**config.mk**
```make
export PLATFORM = sky130hd
export DESIGN_NAME = udprc_parser
export DESIGN_NICKNAME = d
export VERILOG_FILES = /design/src/rtl/udprc_pkg.sv /design/src/rtl/udprc_parser.sv
export SDC_FILE = /design/constraint.sdc
export NUM_CORES = 1
export LEC_CHECK = 0
export BUFFER_PORTS_ARGS = -buffer_cell sky130_fd_sc_hd__clkbuf_2
export CORE_MARGIN = 4
export CORE_UTILIZATION = 40
export CTS_CLUSTER_DIAMETER = 120
export DETAILED_ROUTE_END_ITERATION = 6
export PLACE_DENSITY = 0.66
export SLEW_MARGIN = 20
export SYNTH_ARGS = -nofsm -noshare
export SYNTH_HDL_FRONTEND = slang
export SYNTH_SLANG_ARGS = --single-unit
```
**constraint.sdc**
```tcl
create_clock -name aclk -period 7.7 [get_ports aclk]
set_clock_uncertainty 0.05 [all_clocks]
set_input_delay 0.77 -clock aclk [delete_from_list [all_inputs] [get_ports aclk]]
set_output_delay 0.77 -clock aclk [all_outputs]
set_load 0.005 [all_outputs]
```
**src/rtl/udprc_pkg.sv**
```systemverilog
// UDP receive checker package: verdict codes, header constants, the segment
// snapshot and result types, and the ones'-complement adder.
// No dependencies.
package udprc_pkg;

    // Verdict codes given with every result item.
    localparam logic [1:0] VERDICT_ACCEPT   = 2'd0;
    localparam logic [1:0] VERDICT_RUNT     = 2'd1;
    localparam logic [1:0] VERDICT_BAD_LEN  = 2'd2;
    localparam logic [1:0] VERDICT_BAD_CSUM = 2'd3;

    // Header and pseudo-header constants.
    localparam logic [15:0] HDR_BYTES       = 16'd8;
    localparam logic [15:0] PROTO_UDP       = 16'd17;
    localparam logic [15:0] ECHO_PORT_RESET = 16'd7;
    localparam logic [15:0] COUNT_MAX       = 16'hFFFF;

    // Byte positions of the header fields.
    localparam logic [15:0] POS_SRC_HI  = 16'd0;
    localparam logic [15:0] POS_SRC_LO  = 16'd1;
    localparam logic [15:0] POS_DST_HI  = 16'd2;
    localparam logic [15:0] POS_DST_LO  = 16'd3;
    localparam logic [15:0] POS_LEN_HI  = 16'd4;
    localparam logic [15:0] POS_LEN_LO  = 16'd5;
    localparam logic [15:0] POS_CSUM_HI = 16'd6;
    localparam logic [15:0] POS_CSUM_LO = 16'd7;

    // Segment state as it stands after its last byte, plus the address sum.
    typedef struct packed {
        logic [15:0] byte_count;
        logic [15:0] running_sum;
        logic [7:0]  high_byte_hold;
        logic [15:0] source_port;
        logic [15:0] dest_port;
        logic [15:0] hdr_length;
        logic [15:0] hdr_checksum;
        logic [17:0] addr_sum;
    } seg_snap_t;

    // One result item.
    typedef struct packed {
        logic [1:0]  verdict;
        logic [15:0] source_port;
        logic [15:0] dest_port;
        logic [15:0] data_len;
        logic        echo_hit;
    } result_t;

    // Ones'-complement add of two 16-bit words with end-around carry.
    function automatic logic [15:0] oc_add(input logic [15:0] a, input logic [15:0] b);
        logic [16:0] s;
        s = {1'b0, a} + {1'b0, b};
        return s[15:0] + {15'd0, s[16]};
    endfunction

endpackage

```
**src/rtl/udprc_parser.sv**
```systemverilog
// Per-byte segment state of the UDP receive checker: header fields, byte
// counter and running ones'-complement sum. Depends on udprc_pkg.
module udprc_parser (
    input  logic                  aclk,
    input  logic                  aresetn,
    input  logic                  step,
    input  logic [31:0]           src_ip,
    input  logic [31:0]           dst_ip,
    input  logic [7:0]            data_byte,
    input  logic                  last_byte,
    output udprc_pkg::seg_snap_t  snap
);

    logic [15:0] byte_count_reg, byte_count_next;
    logic [15:0] running_sum_reg, running_sum_next;
    logic [7:0]  high_byte_hold_reg, high_byte_hold_next;
    logic [15:0] source_port_reg, source_port_next;
    logic [15:0] dest_port_reg, dest_port_next;
    logic [15:0] hdr_length_reg, hdr_length_next;
    logic [15:0] hdr_checksum_reg, hdr_checksum_next;
    logic [7:0]  sum_byte;
    logic        sum_en;

    // Header capture, checksum summing and byte counting for one item.
    always_comb begin
        source_port_next    = source_port_reg;
        dest_port_next      = dest_port_reg;
        hdr_length_next     = hdr_length_reg;
        hdr_checksum_next   = hdr_checksum_reg;
        high_byte_hold_next = high_byte_hold_reg;
        running_sum_next    = running_sum_reg;
        sum_byte            = data_byte;
        case (byte_count_reg)
            udprc_pkg::POS_SRC_HI:  source_port_next = {data_byte, source_port_reg[7:0]};
            udprc_pkg::POS_SRC_LO:  source_port_next = {source_port_reg[15:8], data_byte};
            udprc_pkg::POS_DST_HI:  dest_port_next = {data_byte, dest_port_reg[7:0]};
            udprc_pkg::POS_DST_LO:  dest_port_next = {dest_port_reg[15:8], data_byte};
            udprc_pkg::POS_LEN_HI:  hdr_length_next = {data_byte, hdr_length_reg[7:0]};
            udprc_pkg::POS_LEN_LO:  hdr_length_next = {hdr_length_reg[15:8], data_byte};
            udprc_pkg::POS_CSUM_HI: begin
                hdr_checksum_next = {data_byte, hdr_checksum_reg[7:0]};
                sum_byte          = 8'h00;
            end
            udprc_pkg::POS_CSUM_LO: begin
                hdr_checksum_next = {hdr_checksum_reg[15:8], data_byte};
                sum_byte          = 8'h00;
            end
            default: begin
            end
        endcase

        // Only the header and the bytes the length field covers are summed.
        sum_en = (byte_count_reg < udprc_pkg::HDR_BYTES) || (byte_count_reg < hdr_length_reg);
        if (sum_en) begin
            if (!byte_count_reg[0]) begin
                high_byte_hold_next = sum_byte;
            end else begin
                running_sum_next = udprc_pkg::oc_add(running_sum_reg,
                                                     {high_byte_hold_reg, sum_byte});
            end
        end

        // The counter saturates on very long segments.
        if (byte_count_reg != udprc_pkg::COUNT_MAX) begin
            byte_count_next = byte_count_reg + 16'd1;
        end else begin
            byte_count_next = byte_count_reg;
        end
    end

    // Snapshot of the updated state, used when this item is the last byte.
    always_comb begin
        snap.byte_count     = byte_count_next;
        snap.running_sum    = running_sum_next;
        snap.high_byte_hold = high_byte_hold_next;
        snap.source_port    = source_port_next;
        snap.dest_port      = dest_port_next;
        snap.hdr_length     = hdr_length_next;
        snap.hdr_checksum   = hdr_checksum_next;
        snap.addr_sum       = {2'b00, src_ip[31:16]} + {2'b00, src_ip[15:0]}
                            + {2'b00, dst_ip[31:16]} + {2'b00, dst_ip[15:0]};
    end

    // State advances on each consumed item and clears after a last byte.
    always_ff @(posedge aclk) begin
        if (!aresetn || (step && last_byte)) begin
            byte_count_reg     <= '0;
            running_sum_reg    <= '0;
            high_byte_hold_reg <= '0;
            source_port_reg    <= '0;
            dest_port_reg      <= '0;
            hdr_length_reg     <= '0;
            hdr_checksum_reg   <= '0;
        end else if (step) begin
            byte_count_reg     <= byte_count_next;
            running_sum_reg    <= running_sum_next;
            high_byte_hold_reg <= high_byte_hold_next;
            source_port_reg    <= source_port_next;
            dest_port_reg      <= dest_port_next;
            hdr_length_reg     <= hdr_length_next;
            hdr_checksum_reg   <= hdr_checksum_next;
        end
    end

endmodule

```
==> impl_results.md <==
- Path type of the worst min-delay path: flop to flop
- Core Area: 19,000 um2
- Placed Cells: 1,305
- Worst setup EP type: output pin
- Post-route DRC: 0
- Slew @ Worst Pin: 1.05 ns
- Status: complete, no violations
- Worst-Skew Late Latency: 0.36 ns
- Top-area cell type share of the netlist area: 26.5%
- Slew HR: 29.8%
- Fill cells: 1,957
- Crit path DAT: 6.18 ns
- Cts hold-fix bufs: 0
- Switch Pwr: 556 uW
- Initial drt markers: 429
- RSZ-0062 raised after global routing: false
- #FFs+latches synth: 104
- DPL Wire Length: 17,000 um
- I/O pin count: 198
- Slew Limit Fails: 0
- Clock sinks: 104
- Total CTS buffers: 9
- Critical Path RT: 6.88 ns
- Antenna violations before repair: 0
- Synthesized area per cell: 8.73 um2
- Clk network pwr share: 30.7%
- Max Fclk: 0.143 GHz
- Drt wl/cell: 17.0 um
- TritonCTS clock tree: built
- Most frequent cells in the layout: clkbuf_2, dfxtp_1, nor2_1, a21oi_1, nand2_1
- Sequential share of the synthesized area: 26.5%
- Die X: 148 um
- Number of nets with antenna violations after routing: 0
- P_leak: 4.13 nW
- Area leader, netlist: dfxtp_1
- Combinational power share: 35.1%
- Pwr dens: 175 nW/um2
- Multi-input gate area: 5470 um2
- Post-synth cell types: 53
- Number of global-route vias before repair: 6,766
- Mapped Nets: 1,063
- Largest net degree at the start of global routing: 90
- Crit path time final: 7.00 ns
- Most common cell after layout, fill and taps aside: clkbuf_2
- Post-Route WL: 22,500 um
- Switching share of power: 34.1%
- Int Power: 1.08 mW
- CTS H-tree lvls: 3
- CP peak stage delay: 0.44 ns
- Final setup vio count: 0
- Yosys Warn Count: 0
- Crit path max fanout: 10
- Starting Density: 41.3%
- Sequential Power Share: 34.1%
- Crit Path Class: flop to output pin
- Die height: 148 um
- Via-to-Cell Ratio: 5.32
- Row count: 50
- Setup TNS: 0 ns
- Nets@finish: 1,221
- Peak supply drop: 0.000100 V
- Post-CTS setup buffers: 0
- Clk slew on worst S/H paths: 0.08 ns
- Gpl congestion: 0.852
- Mapped Cells: 900
- Gr ovfl total: 0
- Setup WS pre-CTS: 0.847 ns
- Clk root buf: clkbuf_16
- I/O Buffers: 197
- Register Area: 2080 um2
- Final Hold Vio Count: 0
- Vias: 7,032
- Mapped Area: 7860 um2
- Final period util: 91.0%
- Startpoint Class: flop
- Placement Cell Area: 8980 um2
- P&R area growth vs syn: 18.7%
- Largest cells by area after synthesis: dfxtp_1, ha_1, fa_1
- Antenna cells: 0
- Total power draw: 1.63 mW
- Gr usage total: 20.1%
- Post-cts gate resize count: 0
- PnR worst setup slack: 0.696 ns
- First-pass GRT wire length: 35,700 um
- Die footprint: 21,900 um2
- Design Area, Final: 9330 um2
- Share of cells above drive strength 1: 23.8%
- Crit-path slowest cell: fa_1
- Final Instance Count excl. Fillers: 1,323
- CTS max path bufs: 2
- Max-cap violations: 0
- Drt pass-1 iters: 5
critical path, delay by kind of cell (launching register included):
family | cells | cell delay, ns
compound gates | 7 | 1.79
flops | 1 | 0.37
xor+xnor | 1 | 0.12
simple gates | 12 | 2.31
buf+inv | 2 | 0.32
fa+ha+maj | 3 | 0.90
cell families (layout without fill, tap and decap cells):
family / count (synthesis) / in the layout / share of synthesized area [%]
AO/OA/AOI/OAI: 197 / 197 / 17.5
XOR/XNOR: 60 / 60 / 7.06
adder cells (fa/ha/maj): 87 / 87 / 17.0
buffers and inverters: 82 / 245 / 4.11
flip-flops: 104 / 104 / 26.5
multiplexers: 68 / 68 / 8.92
AND/OR/NAND/NOR: 302 / 302 / 18.9
worst paths after layout:
path | start | to | slack, ns | cells after the start
setup / recovery | byte_count_reg[8]$_SDFFE_PP0P_ | snap[99] | 0.70 | 25
hold / removal | hdr_checksum_reg[0]$_SDFFE_PP0P_ | hdr_checksum_reg[0]$_SDFFE_PP0P_ | 0.42 | 2
setup reg to reg | byte_count_reg[8]$_SDFFE_PP0P_ | running_sum_reg[9]$_SDFFE_PP0P_ | 1.79 | 24
hold reg to reg | hdr_checksum_reg[0]$_SDFFE_PP0P_ | hdr_checksum_reg[0]$_SDFFE_PP0P_ | 0.42 | 2
synth_stat cells (all sizes together):
library cell and instances:
mux2 16, dfxtp 104, nor2 103, fa 33
xor2 23, xnor2 36, nand2 67, a2111oi 1
nand4 12, a22o 64, nor2b 5, o21ai 20
clkbuf 34, nor4 3, nand3b 3, mux2i 52
o21a 3, a211oi 8, nand3 14, nand4bb 1
and3 3, or2 1, a21oi 73, o31ai 4
inv 28, or3 5, and2 22, a221oi 1
a41o 3, a311oi 1, o211ai 1, nand2b 47
a211o 1, a21boi 1, a21o 10, and4 2
o41a 2, a31oi 1, buf 20, o21bai 3
ha 54, nor3 13, nor3b 1, xnor3 1
metrics by stage:
stage,hold WS (ns),utilization (%)
final,0.425,49.0
after global routing,0.446,49.0
after global placement,0.407,47.2
after CTS,0.426,48.9
after detailed placement,0.414,47.2
after floorplan,0.400,-
final cells by class:
type                    count  area share [%]
clock buffers               9            2.42
flip-flops and latches    104            22.3
multi-input cells         714            58.7
repair buffers            201            10.9
clock inverters             7            1.06
inverters                  28            1.13
well taps                 260            3.49
metal layers:
| metal | global-route usage (%) | wire length [um] |
|---|---|---|
| met1 | 27.4 | 10100 |
| met2 | 33.0 | 10900 |
| met3 | 3.20 | 970 |
| met4 | 6.24 | 564 |
| met5 | 0 | 0 |
power by group through the flow:
stage | registers [mW] | logic [mW] | clock network (mW)
after CTS | 0.557 | 0.580 | 0.517
after detailed placement | 0.569 | 0.577 | 0
final | 0.557 | 0.574 | 0.502
after floorplan | 0.566 | 0.377 | 0
after global placement | 0.569 | 0.569 | 0
after global routing | 0.558 | 0.638 | 0.537
Note: power is estimated with default switching activity, not from simulation.
